## src/hw/rtl/lbc_pkg.sv

```systemverilog
`timescale 1ns / 1ps
package lbc_pkg;

  typedef logic signed [15:0] q14_t;

  // Configuration register indexes.
  typedef logic [2:0] cfg_idx_t;
  localparam cfg_idx_t CFG_RELAX      = 3'd0;
  localparam cfg_idx_t CFG_EDGE_RELAX = 3'd1;
  localparam cfg_idx_t CFG_EDGE_RHO   = 3'd2;
  localparam cfg_idx_t CFG_EDGE_UX    = 3'd3;
  localparam cfg_idx_t CFG_EDGE_UY    = 3'd4;

  localparam int NDIR = 9;

  // Lattice directions: rest, E, N, W, S, NE, NW, SW, SE.
  localparam int DIR_EX  [NDIR] = '{0, 1, 0, -1, 0, 1, -1, -1, 1};
  localparam int DIR_EY  [NDIR] = '{0, 0, 1, 0, -1, 1, 1, -1, -1};
  localparam int DIR_INV [NDIR] = '{0, 3, 4, 1, 2, 7, 8, 5, 6};
  localparam int DIR_W36 [NDIR] = '{16, 4, 4, 4, 4, 1, 1, 1, 1};

  // Quotient bits of the velocity divider and its latency.
  localparam int DIV_QBITS = 17;
  localparam int DIV_LAT   = DIV_QBITS + 1;

  // Pipeline depth of one direction lane.
  localparam int LANE_LAT = 10;

  // Data that travels beside the divider.
  typedef struct packed {
    logic [8:0]       mask;
    logic             at_edge;
    logic             neg_x;
    logic             neg_y;
    logic             zero_rho;
    logic [15:0]      rho;
    logic [8:0][15:0] dirs;
  } side_t;

  // One finished result.
  typedef struct packed {
    logic [8:0][15:0] dirs;
    logic [15:0]      rho;
    logic [15:0]      ux;
    logic [15:0]      uy;
  } res_t;

endpackage

```

## src/hw/rtl/lbc_merge.sv

```systemverilog
`timescale 1ns / 1ps
// Bounce-back remap of the lane results, output register and skid register.
module lbc_merge (
  input  logic             clk,
  input  logic             rst_n,
  input  logic             tail_valid,
  input  logic [8:0][15:0] post_i,
  input  logic [8:0]       mask_i,
  input  logic [15:0]      rho_i,
  input  logic [15:0]      ux_i,
  input  logic [15:0]      uy_i,
  input  logic             out_ready,
  output logic             en,
  output logic             out_valid,
  output lbc_pkg::res_t    res_o
);
  import lbc_pkg::*;

  res_t res_c, res_r, skid_r;
  logic out_valid_r, skid_full_r;

  always_comb begin
    for (int k = 0; k < NDIR; k++) begin
      res_c.dirs[k] = mask_i[DIR_INV[k]] ? post_i[DIR_INV[k]] : post_i[k];
    end
    res_c.rho = rho_i;
    res_c.ux  = ux_i;
    res_c.uy  = uy_i;
  end

  always_ff @(posedge clk) begin
    if (!rst_n) begin
      out_valid_r <= 1'b0;
      skid_full_r <= 1'b0;
    end else if (!skid_full_r) begin
      if (!out_valid_r || out_ready) begin
        out_valid_r <= tail_valid;
      end else if (tail_valid) begin
        skid_full_r <= 1'b1;
      end
    end else if (out_ready) begin
      skid_full_r <= 1'b0;
    end
  end

  always_ff @(posedge clk) begin
    if (!skid_full_r) begin
      if (!out_valid_r || out_ready) begin
        res_r <= res_c;
      end else begin
        skid_r <= res_c;
      end
    end else if (out_ready) begin
      res_r <= skid_r;
    end
  end

  assign en        = !skid_full_r;
  assign out_valid = out_valid_r;
  assign res_o     = res_r;
endmodule

```

## config.mk

```make
export PLATFORM = sky130hd
export DESIGN_NAME = lbc_merge
export DESIGN_NICKNAME = d
export VERILOG_FILES = /design/src/hw/rtl/lbc_pkg.sv /design/src/hw/rtl/lbc_merge.sv
export SDC_FILE = /design/constraint.sdc
export NUM_CORES = 1
export LEC_CHECK = 0
export ABC_CLOCK_PERIOD_IN_PS = 32900
export BUFFER_PORTS_ARGS = -buffer_cell sky130_fd_sc_hd__clkbuf_2
export CAP_MARGIN = 20
export CORE_ASPECT_RATIO = 1.5
export CORE_MARGIN = 4
export CORE_UTILIZATION = 40
export CTS_CLUSTER_DIAMETER = 120
export DETAILED_ROUTE_END_ITERATION = 10
export PLACE_DENSITY_LB_ADDON = 0.05
export SETUP_SLACK_MARGIN = 0.3
export SYNTH_ARGS = -nofsm -noshare
export SYNTH_HDL_FRONTEND = slang
export SYNTH_SLANG_ARGS = --single-unit
```

## constraint.sdc

```tcl
create_clock -name clk -period 32.9 [get_ports clk]
set_input_delay 4.935 -clock clk [delete_from_list [all_inputs] [get_ports clk]]
set_output_delay 4.935 -clock clk [all_outputs]
set_load 0.005 [all_outputs]
```

-- Yosys cells after proc, flatten, opt, wreduce, memory -nomap -nowiden
Index checks and enable logic that the tools add are counted.
- eq/ne operators: 1
- reduce and logical (&&, ||, !) cells: 7
- bitwise gates (word level): 2
- muxes and demuxes: 15
- operators with widths (kind ; count):
    $mux W192 ; 3
    $mux W16 ; 8
    $reduce_and A2 Y1 ; 3
    $mux W1 ; 4
    $logic_not A1 Y1 ; 2
    $ne A2 B2 Y1 const B ; 1
    $not A1 Y1 ; 2
    $reduce_bool A2 Y1 ; 1
    $logic_or A1 B1 Y1 ; 1
- output and inout bits: 194
- flip-flop bits (word level): 386
- input port bits: 205
- word-level logic and storage cells: 51

-- Longest topological paths before layout
- depth in word-level cells: 4
- depth in mapped cells: 6
- gate-level depth less buffers: 3

-- Worst setup path after synthesis
OpenSTA, ideal clock, no wires.
- path type: reg-to-reg
- start point: register skid_full_r
- end point: register res_r, in the netlist res_o[0] (enable)
- path buffers: 3
- slack: 17.741 ns
- required time: 31.891 ns
- arrival time: 14.150 ns
- setup time: 1.009 ns
- stages on the path, launching flop included: 5
- cells stage by stage: dfxtp_1 buf_2 buf_2 buf_4 o21ai_0
- cells in the longest elaborated chain, start to end: 2
- elaborated cells on any way between the ends: 3
- those cells by class: eq/ne (1); reduce/logical (2)
- ends and longest elaborated chain (item ; RTL line ; RTL):
    from (decl) ; lbc_merge.sv:20 ; logic out_valid_r, skid_full_r;
    from (signal assigned) ; lbc_merge.sv:34 ; skid_full_r <= 1'b0;
    from (signal assigned) ; lbc_merge.sv:39 ; skid_full_r <= 1'b1;
    from (signal assigned) ; lbc_merge.sv:42 ; skid_full_r <= 1'b0;
    $ne A2 B2 Y1 (no source line) or $reduce_bool A2 Y1 (tied branches) ; - ;
    $reduce_and A2 Y1 (no source line) * ; - ;
    to (signal assigned) ; lbc_merge.sv:49 ; res_r <= res_c;
    to (signal assigned) ; lbc_merge.sv:54 ; res_r <= skid_r;
    to (decl) ; lbc_merge.sv:19 ; res_t res_c, res_r, skid_r;
Mark *: on every way between the ends. The rest lies on a longest branch, timed or not.
A chain may end at the register's enable or synchronous reset.

-- Worst setup path in the final report
- start point: input port out_ready
- end point: register skid_r[116] (netlist name) (enable)
- cells in the longest elaborated chain, start to end: 3
- ends and longest elaborated chain (item ; RTL line ; RTL):
    from (decl) ; lbc_merge.sv:12 ; input logic out_ready,
    $logic_or A1 B1 Y1 ; lbc_merge.sv:48 ; if (!out_valid_r || out_ready) begin
    $not A1 Y1 (no source line) ; - ;
    $reduce_and A2 Y1 (no source line) ; - ;
    to (signal assigned) ; lbc_merge.sv:51 ; skid_r <= res_c;
    to (decl) ; lbc_merge.sv:19 ;
Every way passes these cells.

==> results.ini <==
[outcome]
status=finished, final reports clean

[routing]
vias=8361
drcViolationCount=0
wl_um=35820
drtIter0Drc=470
viasPerCell=4.927
final_antenna_net_count=0
wl_per_cell_um=21.11
dr.pass1.iters=4

[cts]
clkLatencyLatePin_ns=0.53
clockBufferDepth=3
clkSinkCount=386
cts_tree=done
clock-root-buffer=clkbuf_16
ctsResizeCount=0
postCtsSetupBuffers=0
postCtsHoldBufs=0
htreeDepth=2
cts_made_buffers=39
clkSlewWorstSetupHoldPaths_ns=0.06

[setup_path]
crit_slowest_cell=buf_4
cp_common_cell=buf_4
worstPathCellList=clkbuf_2 > inv_1 > and3_4 > buf_4 > buf_4
critical_path_required_ns=33.04
reg2reg_depth=4
crit_start=out_ready
path_class=input port to flop
cp-end-kind=flop
reg2reg_setup_slack_ns=29.91
cp-start-kind=input port
arrival_ns=7.17
r2r-end=skid_r[116]
slowest_delay_ns=0.77
cp_max_fo=60
timing.rr.start=skid_full_r

[hold_path]
timing.hold.worst.start=skid_r[128]
min_path_cells=1
hold_path.class=flop to flop
hold_end=res_o[128]

[timing]
skew_ns=0.01149
tightest_slew_ns=1.070
rsz0062_at_grt=no
maxSlewViolCount=0
worst_slack_ns=25.88
setup_viol=0
fmax_ghz=0.1424
hold_viol_final=0
finalCritPeriodShare_pct=21.35
fin_crit_ns=7.025
tns_ns=0
slew-limit-headroom_pct=28.69

[final_layout]
fin_nets=1366
multiInputGateArea_mm2=0.004260
area_delta_synth_final_pct=22.01
final_layout_size_suffix_gt1_share_pct=65.32
fill_cells=3472
seqCellArea_mm2=0.01157

[yosys]
seq_area_frac_synth_pct=71.21
synth_warnings=0
syn_area_per_cell_um2=21.58
syn_nets=958
synthDistinctLibCells=17
synth_edf_count=384
yosys-top-cells-area=edfxtp_1 71%, mux2_4 15%, mux2_2 10%
synth_common_cells=384 x edfxtp_1, 160 x mux2_4, 148 x mux2_2
yosysMostFrequentCell=edfxtp_1
synth_largest_area_cell=edfxtp_1
netlist_instances=753
synth.top_cell.area_share_pct=70.96
async_reset_ff_share_pct=0
syn_area_mm2=0.01625
ys_seq_elements=386
synth_top_flop_cell=edfxtp_1

[global_route]
grt.total_usage_pct=15.46
grt_max_degree=149
gr-total-overflow=0
grt_pass1_wl_um=52850
antenna_found_initial=3
grt_pass1_vias=8574

[power]
ir_drop_v=0.00004410
p_leak_nw=8.156
pwr_density_cell_mw_per_mm2=58.20

[floorplan]
die_h_um=254.9
core_mm2=0.04020
dieWidth_um=172.6
std_cell_rows=90
start_util_pct=40.42
num_io_pins=399
die_area_mm2=0.04398

[placement]
gp_congestion=0.7561
numPortBuffers=397
pre_cts_ws_ns=25.27
hpwl_um=23700

[run]
drv_cap=0

-- where the power goes --
part / internal, mW / switching (mW)
logic: 0.0599 / 0.0517
clock network: 0.267 / 0.185
registers: 0.582 / 0.00875
total: 0.909 / 0.245
-- kinds of logic (layout without fill, tap and decap cells) --
group / count (synthesis) / in the layout / share of synthesized area, %
multiplexers: 320 / 320 / 25.87
flip-flops: 386 / 386 / 71.21
buffers and inverters: 40 / 475 / 2.672
AND/OR/NAND/NOR: 3 / 3 / 0.1078
other: 0 / 3 / 0
AO/OA/AOI/OAI: 4 / 4 / 0.1386
-- final cells by class --
type | instances | share of cell area, %
flip-flops and latches | 386 | 58.37
multi-input cells | 327 | 21.49
repair buffers | 405 | 10.39
clock buffers | 48 | 5.308
well taps | 506 | 3.193
clock inverters | 20 | 1.149
inverters | 2 | 0.06311
diodes | 3 | 0.03787
-- worst max-delay path by stage --
| stage | to | cells past startpoint |
|---|---|---|
| 3_5_place_dp | skid_r[25] | 5 |
| 3_3_place_gp | skid_r[81] | 5 |
| 5_1_grt | skid_r[22] | 5 |
| 6_report | skid_r[116] | 5 |
| 2_1_floorplan | res_o[0] | 4 |
| 4_1_cts | skid_r[83] | 5 |
-- sequential cells by signal, summed over array words and instances, names as in the netlist --
| name | count |
|---|---|
| out_valid | 1 |
| res_o | 192 |
| skid_full_r | 1 |
| skid_r | 192 |
-- worst max-delay path: cells and delay by family --
kind / cells / cell delay (ns)
simple gates: 1 / 0.49
buf+inv: 4 / 1.62
-- stage by stage --
step | util [%] | instance area, um2 | power, mW | hold slack [ns] | cells
after floorplan | - | 16250 | 0.6704 | 0.4951 | 753
after CTS | 49.30 | 19820 | 1.174 | 0.5249 | 1694
after detailed placement | 46.11 | 18540 | 0.7161 | 0.5162 | 1626
final | 49.32 | 19830 | 1.154 | 0.5238 | 1697
after global routing | 49.32 | 19830 | 1.201 | 0.5511 | 1697
after global placement | 46.11 | 18540 | 0.7147 | 0.5088 | 1626
-- cells in the final DEF (no fill, tap or decap), types with 2 or more instances in the layout --
cell | netlist | layout
buf_4 | 4 | 7
bufinv_16 | 0 | 5
clkbuf_1 | 0 | 7
clkbuf_16 | 0 | 41
clkbuf_2 | 0 | 397
clkinv_1 | 0 | 2
clkinv_2 | 0 | 11
clkinvlp_4 | 0 | 2
diode_2 | 0 | 3
edfxtp_1 | 384 | 384
mux2_1 | 12 | 12
mux2_2 | 148 | 148
mux2_4 | 160 | 160
-- routing by layer --
metal / up-vias / track usage, % / share of wire [%] / wire [um]
met5: - / 0 / 0 / 0
met2: 289 / 26.47 / 50 / 18060
met3: 62 / 5.378 / 8.5 / 3055
met1: 4210 / 18.18 / 38 / 13710
li1: 3800 / - / - / -
met4: 0 / 5.775 / 2.8 / 994
(Power assumes the default switching activity.)
