[src/hw/rtl/lbc_pkg.sv]
`timescale 1ns / 1ps
package lbc_pkg;

  typedef logic signed [15:0] q14_t;

  // Configuration register indexes.
  typedef logic [2:0] cfg_idx_t;
  localparam cfg_idx_t CFG_RELAX      = 3'd0;
  localparam cfg_idx_t CFG_EDGE_RELAX = 3'd1;
  localparam cfg_idx_t CFG_EDGE_RHO   = 3'd2;
  localparam cfg_idx_t CFG_EDGE_UX    = 3'd3;
  localparam cfg_idx_t CFG_EDGE_UY    = 3'd4;

  localparam int NDIR = 9;

  // Lattice directions: rest, E, N, W, S, NE, NW, SW, SE.
  localparam int DIR_EX  [NDIR] = '{0, 1, 0, -1, 0, 1, -1, -1, 1};
  localparam int DIR_EY  [NDIR] = '{0, 0, 1, 0, -1, 1, 1, -1, -1};
  localparam int DIR_INV [NDIR] = '{0, 3, 4, 1, 2, 7, 8, 5, 6};
  localparam int DIR_W36 [NDIR] = '{16, 4, 4, 4, 4, 1, 1, 1, 1};

  // Quotient bits of the velocity divider and its latency.
  localparam int DIV_QBITS = 17;
  localparam int DIV_LAT   = DIV_QBITS + 1;

  // Pipeline depth of one direction lane.
  localparam int LANE_LAT = 10;

  // Data that travels beside the divider.
  typedef struct packed {
    logic [8:0]       mask;
    logic             at_edge;
    logic             neg_x;
    logic             neg_y;
    logic             zero_rho;
    logic [15:0]      rho;
    logic [8:0][15:0] dirs;
  } side_t;

  // One finished result.
  typedef struct packed {
    logic [8:0][15:0] dirs;
    logic [15:0]      rho;
    logic [15:0]      ux;
    logic [15:0]      uy;
  } res_t;

endpackage

[src/hw/rtl/lbc_div.sv]
`timescale 1ns / 1ps
// Pipelined restoring divider: quo = floor(num * 2^14 / den), one quotient bit per stage.
// The overflow flag is set when the quotient does not fit in DIV_QBITS bits.
module lbc_div (
  input  logic                          clk,
  input  logic                          en,
  input  logic [17:0]                   num_i,
  input  logic [18:0]                   den_i,
  output logic [lbc_pkg::DIV_QBITS-1:0] quo_o,
  output logic                          ovf_o
);
  import lbc_pkg::*;

  logic [31:0]          rem_r [0:DIV_QBITS];
  logic [DIV_QBITS-1:0] quo_r [0:DIV_QBITS];
  logic [18:0]          den_r [0:DIV_QBITS];
  logic                 ovf_r [0:DIV_QBITS];

  always_ff @(posedge clk) begin
    if (en) begin
      rem_r[0] <= {num_i, 14'b0};
      quo_r[0] <= '0;
      den_r[0] <= den_i;
      ovf_r[0] <= ({4'b0, num_i} >= {den_i, 3'b0});
    end
  end

  for (genvar s = 0; s < DIV_QBITS; s++) begin : g_stage
    localparam int B = DIV_QBITS - 1 - s;
    logic [35:0]          dsh;
    logic [35:0]          diff;
    logic                 ge;
    logic [DIV_QBITS-1:0] q_nxt;

    always_comb begin
      dsh      = 36'(den_r[s]) << B;
      ge       = ({4'b0, rem_r[s]} >= dsh);
      diff     = {4'b0, rem_r[s]} - dsh;
      q_nxt    = quo_r[s];
      q_nxt[B] = ge;
    end

    always_ff @(posedge clk) begin
      if (en) begin
        rem_r[s+1] <= ge ? diff[31:0] : rem_r[s];
        quo_r[s+1] <= q_nxt;
        den_r[s+1] <= den_r[s];
        ovf_r[s+1] <= ovf_r[s];
      end
    end
  end

  assign quo_o = quo_r[DIV_QBITS];
  assign ovf_o = ovf_r[DIV_QBITS];
endmodule

[config.mk]
export PLATFORM = sky130hd
export DESIGN_NAME = lbc_div
export DESIGN_NICKNAME = d
export VERILOG_FILES = /design/src/hw/rtl/lbc_pkg.sv /design/src/hw/rtl/lbc_div.sv
export SDC_FILE = /design/constraint.sdc
export NUM_CORES = 2
export LEC_CHECK = 0
export BUFFER_PORTS_ARGS = -buffer_cell sky130_fd_sc_hd__buf_4
export CORE_ASPECT_RATIO = 1.75
export CORE_MARGIN = 4
export CORE_UTILIZATION = 35
export CTS_CLUSTER_DIAMETER = 80
export DETAILED_ROUTE_END_ITERATION = 8
export SETUP_SLACK_MARGIN = 0.3
export SYNTH_ARGS = -nofsm -noshare
export SYNTH_HDL_FRONTEND = slang
export SYNTH_SLANG_ARGS = --single-unit
export TNS_END_PERCENT = 10
[constraint.sdc]
create_clock -name clk -period 5.6 [get_ports clk]
set_input_delay 0.84 -clock clk [delete_from_list [all_inputs] [get_ports clk]]
set_output_delay 0.84 -clock clk [all_outputs]
set_load 0.01 [all_outputs]
* After elaboration in Yosys (flattened, before gate mapping)
Memories as Yosys holds them, arrays and structs flattened. Index checks and enable logic that the tools add are counted.
Word-level totals: flip-flop bits (word level) 0, RAM bits 1242, output and inout bits 18, word-level logic and storage cells 58, memories kept 4
Memory list:
- rem_r | depth 18, width 32, rd ports 17, clocked after Yosys merged registers in 0, wr ports 18, line lbc_div.sv:14 | logic [31:0] rem_r [0:DIV_QBITS];
- den_r | depth 18, width 19, rd ports 17, clocked after Yosys merged registers in 0, wr ports 18, line lbc_div.sv:16 | logic [18:0] den_r [0:DIV_QBITS];
- quo_r | depth 18, width 17, rd ports 18, clocked after Yosys merged registers in 0, wr ports 18, line lbc_div.sv:15 | logic [DIV_QBITS-1:0] quo_r [0:DIV_QBITS];
- ovf_r | depth 18, width 1, rd ports 18, clocked after Yosys merged registers in 0, wr ports 18, line lbc_div.sv:17 | logic ovf_r [0:DIV_QBITS];
Operators by class: $add $sub $neg 17, magnitude comparators 18, mux-type cells 19
Operators by type and width (number):
- 2-to-1 mux 32 bit | 17
- subtractor 32 bit | 4
- greater-or-equal comparator 32 x 35 -> 1 bit | 1
- greater-or-equal comparator 32 x 34 -> 1 bit | 1
- greater-or-equal comparator 32 x 33 -> 1 bit | 1
- greater-or-equal comparator 32 x 19 -> 1 bit | 1
- greater-or-equal comparator 32 x 20 -> 1 bit | 1
- greater-or-equal comparator 32 x 21 -> 1 bit | 1
- greater-or-equal comparator 32 x 22 -> 1 bit | 1
- greater-or-equal comparator 32 x 23 -> 1 bit | 1
- greater-or-equal comparator 32 x 24 -> 1 bit | 1
- greater-or-equal comparator 32 x 25 -> 1 bit | 1
- greater-or-equal comparator 32 x 26 -> 1 bit | 1
- greater-or-equal comparator 32 x 27 -> 1 bit | 1
- greater-or-equal comparator 32 x 28 -> 1 bit | 1
- greater-or-equal comparator 32 x 29 -> 1 bit | 1
- greater-or-equal comparator 32 x 30 -> 1 bit | 1
- greater-or-equal comparator 32 x 31 -> 1 bit | 1
- greater-or-equal comparator 32 bit | 1
- subtractor 32 x 19 -> 32 bit | 1
- subtractor 32 x 20 -> 32 bit | 1
- subtractor 32 x 21 -> 32 bit | 1
- subtractor 32 x 22 -> 32 bit | 1
- subtractor 32 x 23 -> 32 bit | 1
- other kinds (10) | 11

* Logic depth before layout (Yosys ltp)
An unclocked memory read counts as a cell.
depth after elaboration 3, depth in mapped cells 13, depth with buffers taken out 12

* Least setup slack after synthesis
OpenSTA, ideal clock, no wires.
path kind register -> register, start point memory rem_r[0][26], end point memory rem_r[1][24], data pin, setup time 0.260 ns, arrival 2.576 ns, data required time 5.340 ns, path slack 2.765 ns, stages on the path, launching flop included 11, path buffers 1, cells stage by stage edfxtp_1 -> ha_1 -> a21oi_1 -> o21ai_0 -> a211oi_1 -> o31ai_1 -> a31oi_1 -> a21boi_1 -> o21ai_2 -> buf_4 -> mux2_2
RTL lines (line):
- start, declared | lbc_div.sv:14

==> impl_metrics.env <==
export IMPL_status="complete, no violations"
export IMPL_syn_avg_cell_area_um2=11.45
export IMPL_synth_top_cell_area_share_pct=55.42
export IMPL_end_kind="register"
export IMPL_drive_above_1_share_pct=7.877
export IMPL_async_reset_ff_share_pct=0
export IMPL_drt_pass1_iter_count=5
export IMPL_cts_root_buf="clkbuf_16"
export IMPL_hp_class="in2reg"
export IMPL_wire_per_inst_um=17.67
export IMPL_finalCritPeriodShare_pct=70.23
export IMPL_die_y_um=499.3
export IMPL_diodes=0
export IMPL_grt_busiest_layer="met2"
export IMPL_vias=31841
export IMPL_ys_warnings_count=0
export IMPL_setup_ws_ns=1.667
export IMPL_nNetsFinal=4697
export IMPL_yosysSeqAreaShare_pct=55.42
export IMPL_min_to="den_r[0][10]$_DFFE_PP_"
export IMPL_rr_endpoint="rem_r[1][21]$_DFFE_PP_"
export IMPL_final_util_pct=39.28
export IMPL_crit_chain="ha_1, a21oi_1, o21ai_0, a211oi_1, o31ai_1, a31oi_1, a21boi_1, o21ai_2, mux2_2"
export IMPL_synth_largest_area_cell="edfxtp_1"
export IMPL_die_area_um2=144200
export IMPL_synthCells=4217
export IMPL_critPathLaunchType="register"
export IMPL_use_met3_pct=1.696
export IMPL_relSlewSlack_pct=27.35
export IMPL_synth_area_leaders="edfxtp_1 (55%), ha_1 (8.6%), a21oi_1 (3.8%)"
export IMPL_start_util_pct=35.14
export IMPL_finalClockSkew_ns=0.01810
export IMPL_hold_depth=1
export IMPL_grt_met1_usage_pct=10.25
export IMPL_ff2ff_path_depth=9
export IMPL_fin_setup_tns_ns=0
export IMPL_preCtsSetupSlack_ns=1.629
export IMPL_cts_resized=0
export IMPL_routabilityCongestion=0.8498
export IMPL_critical_path_arrival_ns=4.35
export IMPL_ys_flop_type="edfxtp_1"
export IMPL_cts_setup_buffers=0
export IMPL_critPathRequiredTime_ns=6.02
export IMPL_grt_pass1_vias=34428
export IMPL_p_sw_share_pct=34.38
export IMPL_max_clock_freq_ghz=0.2543
export IMPL_clk_latency_ns=0.68
export IMPL_final_antenna_net_count=0
export IMPL_htree_levels=3
export IMPL_p_total_mw=25.15
export IMPL_power_density_nw_per_um2=466.1
export IMPL_yosys_cell_count_top_type="edfxtp_1"
export IMPL_cts_tree="yes"
export IMPL_antenna_found_initial=0
export IMPL_power_switching_mw=8.646
export IMPL_finalWirelength_um=109600
export IMPL_critPathKind="reg2reg"
export IMPL_r2r_slack_ns=1.67
export IMPL_yosys_top_cells_count="edfxtp_1 (891), inv_1 (410), a21oi_1 (362)"
export IMPL_drcViolationCount=0
export IMPL_cts_path_max_buffers=3
export IMPL_rsz0062_at_grt="no"
export IMPL_grt_max_degree=112
export IMPL_postCtsHoldBufs=0
export IMPL_place_hpwl_um=84360
export IMPL_hp_start="den_i[10]"
export IMPL_drt_iter0_drc=1279
export IMPL_use_met2_pct=33.05
export IMPL_worst_slew_pin_slew_ns=1.090
export IMPL_netlist_area_um2=48280
export IMPL_grt_pass1_wl_um=170700
export IMPL_max_stage_delay_ns=0.84
export IMPL_timing_hold_ws_ns=0.3502
export IMPL_cts_sinks=891
export IMPL_area_growth_pct=11.78
export IMPL_core_area_um2=137400
export IMPL_rows=180
export IMPL_grt_overflow_total=0
export IMPL_power_internal_mw=16.51
export IMPL_slew_viol_final=0
export IMPL_vdd_ir_drop_worst_v=0.0002357
export IMPL_die_w_um=288.7
export IMPL_io_pins=57
export IMPL_power_share_sequential_pct=39.7
export IMPL_p_leak_nw=20.91
export IMPL_reg2reg_from="rem_r[0][26]$_DFFE_PP_"
export IMPL_viasPerCell=5.136
export IMPL_grt_usage_pct=15.05
export IMPL_clkPwrFrac_pct=24.2
export IMPL_port_buffers=56
export IMPL_yosysUniqueCellTypes=91
export IMPL_crit_path_max_fanout=17
export IMPL_critPathSlowestCell="o21ai_2"
export IMPL_synth_edff_count=891
export IMPL_setup_viol=0
export IMPL_cts_reportedPaths_clkPinSlew_ns=0.06
export IMPL_cts_buffers=94
export IMPL_period_minus_slack_ns=3.933
export IMPL_drv_cap=0
export IMPL_hold_violations=0
export IMPL_syn_num_nets=4603
export IMPL_synth_seq_cells=891
export IMPL_p_comb_share_pct=36.1
-- cells in the final DEF (no fill, tap or decap), types with 22 or more instances in the layout --
cell         n
a211oi_1    31
a21o_1      97
a21oi_1    359
a31oi_1     29
buf_4       86
clkbuf_1    22
clkbuf_16   98
clkinv_1    24
edfxtp_1   891
ha_1       331
inv_1      410
mux2_2      82
nand2_1    274
nand2b_1    49
nand3_1     82
nand4_1     45
nor2_1     296
nor2b_1     38
nor3_1      77
nor4_1      27
o211ai_1    28
o21a_1      53
o21ai_0    245
or3_1       27
xnor2_1    168
xor2_1     133
-- power by group through the flow --
stage | clock [mW] | sequential [mW] | combinational, mW
2_1_floorplan | 0 | 9.81 | 6.80
3_3_place_gp | 0 | 10.1 | 8.94
3_5_place_dp | 0 | 10.1 | 9.07
4_1_cts | 6.27 | 9.98 | 9.11
5_1_grt | 6.55 | 10.1 | 10.1
6_report | 6.08 | 9.99 | 9.09
-- metal layers --
metal | part of all wire, % | vias to the layer above
met3 | 2.4 | 376
met4 | 9.3 | 0
met1 | 27 | 15215
met2 | 61 | 591
met5 | 0 | -
li1 | - | 15659
-- worst max path at each step --
stage                             endpoint  cells after the start                    from
finish              rem_r[1][21]$_DFFE_PP_                      9  rem_r[0][26]$_DFFE_PP_
global route        rem_r[1][23]$_DFFE_PP_                      9  rem_r[0][26]$_DFFE_PP_
global placement    rem_r[1][18]$_DFFE_PP_                      9  rem_r[0][26]$_DFFE_PP_
detailed placement  rem_r[1][22]$_DFFE_PP_                      9  rem_r[0][26]$_DFFE_PP_
floorplan           rem_r[1][24]$_DFFE_PP_                     10  rem_r[0][26]$_DFFE_PP_
CTS                 rem_r[1][23]$_DFFE_PP_                      9  rem_r[0][26]$_DFFE_PP_
-- state kept, by name (all words and copies together), names as in the netlist --
name   cells
quo_r    153
den_r    323
rem_r    397
ovf_r     18
-- final cells by class --
| class | count | area (um^2) |
|---|---|---|
| fillers | 13127 | 83420 |
| flip-flops and latches | 891 | 26760 |
| multi-input cells | 2816 | 19620 |
| clock buffers | 120 | 2535 |
| well taps | 1820 | 2277 |
| inverters | 413 | 1550 |
| repair buffers | 95 | 820.8 |
| clock inverters | 45 | 401.6 |
-- metrics by stage --
stage / cell area (um^2) / std cells
4_1_cts: 53960 / 6200
6_report: 53960 / 6200
3_5_place_dp: 51030 / 6035
2_1_floorplan: 48280 / 4217
3_3_place_gp: 51030 / 6035
5_1_grt: 53960 / 6200
-- critical path: cells and delay by family, from the launching register on --
family / cells / cell delay [ns]
mux: 1 / 0.41
compound gates: 7 / 2.47
flops: 1 / 0.41
fa+ha+maj: 1 / 0.36
-- logic make-up after synthesis --
| logic type | share of synthesized area, % |
|---|---|
| multiplexers | 2.050 |
| buffers and inverters | 4.028 |
| XOR/XNOR | 5.461 |
| flip-flops | 55.42 |
| AND/OR/NAND/NOR | 10.55 |
| adder cells (fa/ha/maj) | 9.242 |
| AO/OA/AOI/OAI | 13.25 |
Power figures use the tool's default switching activity.
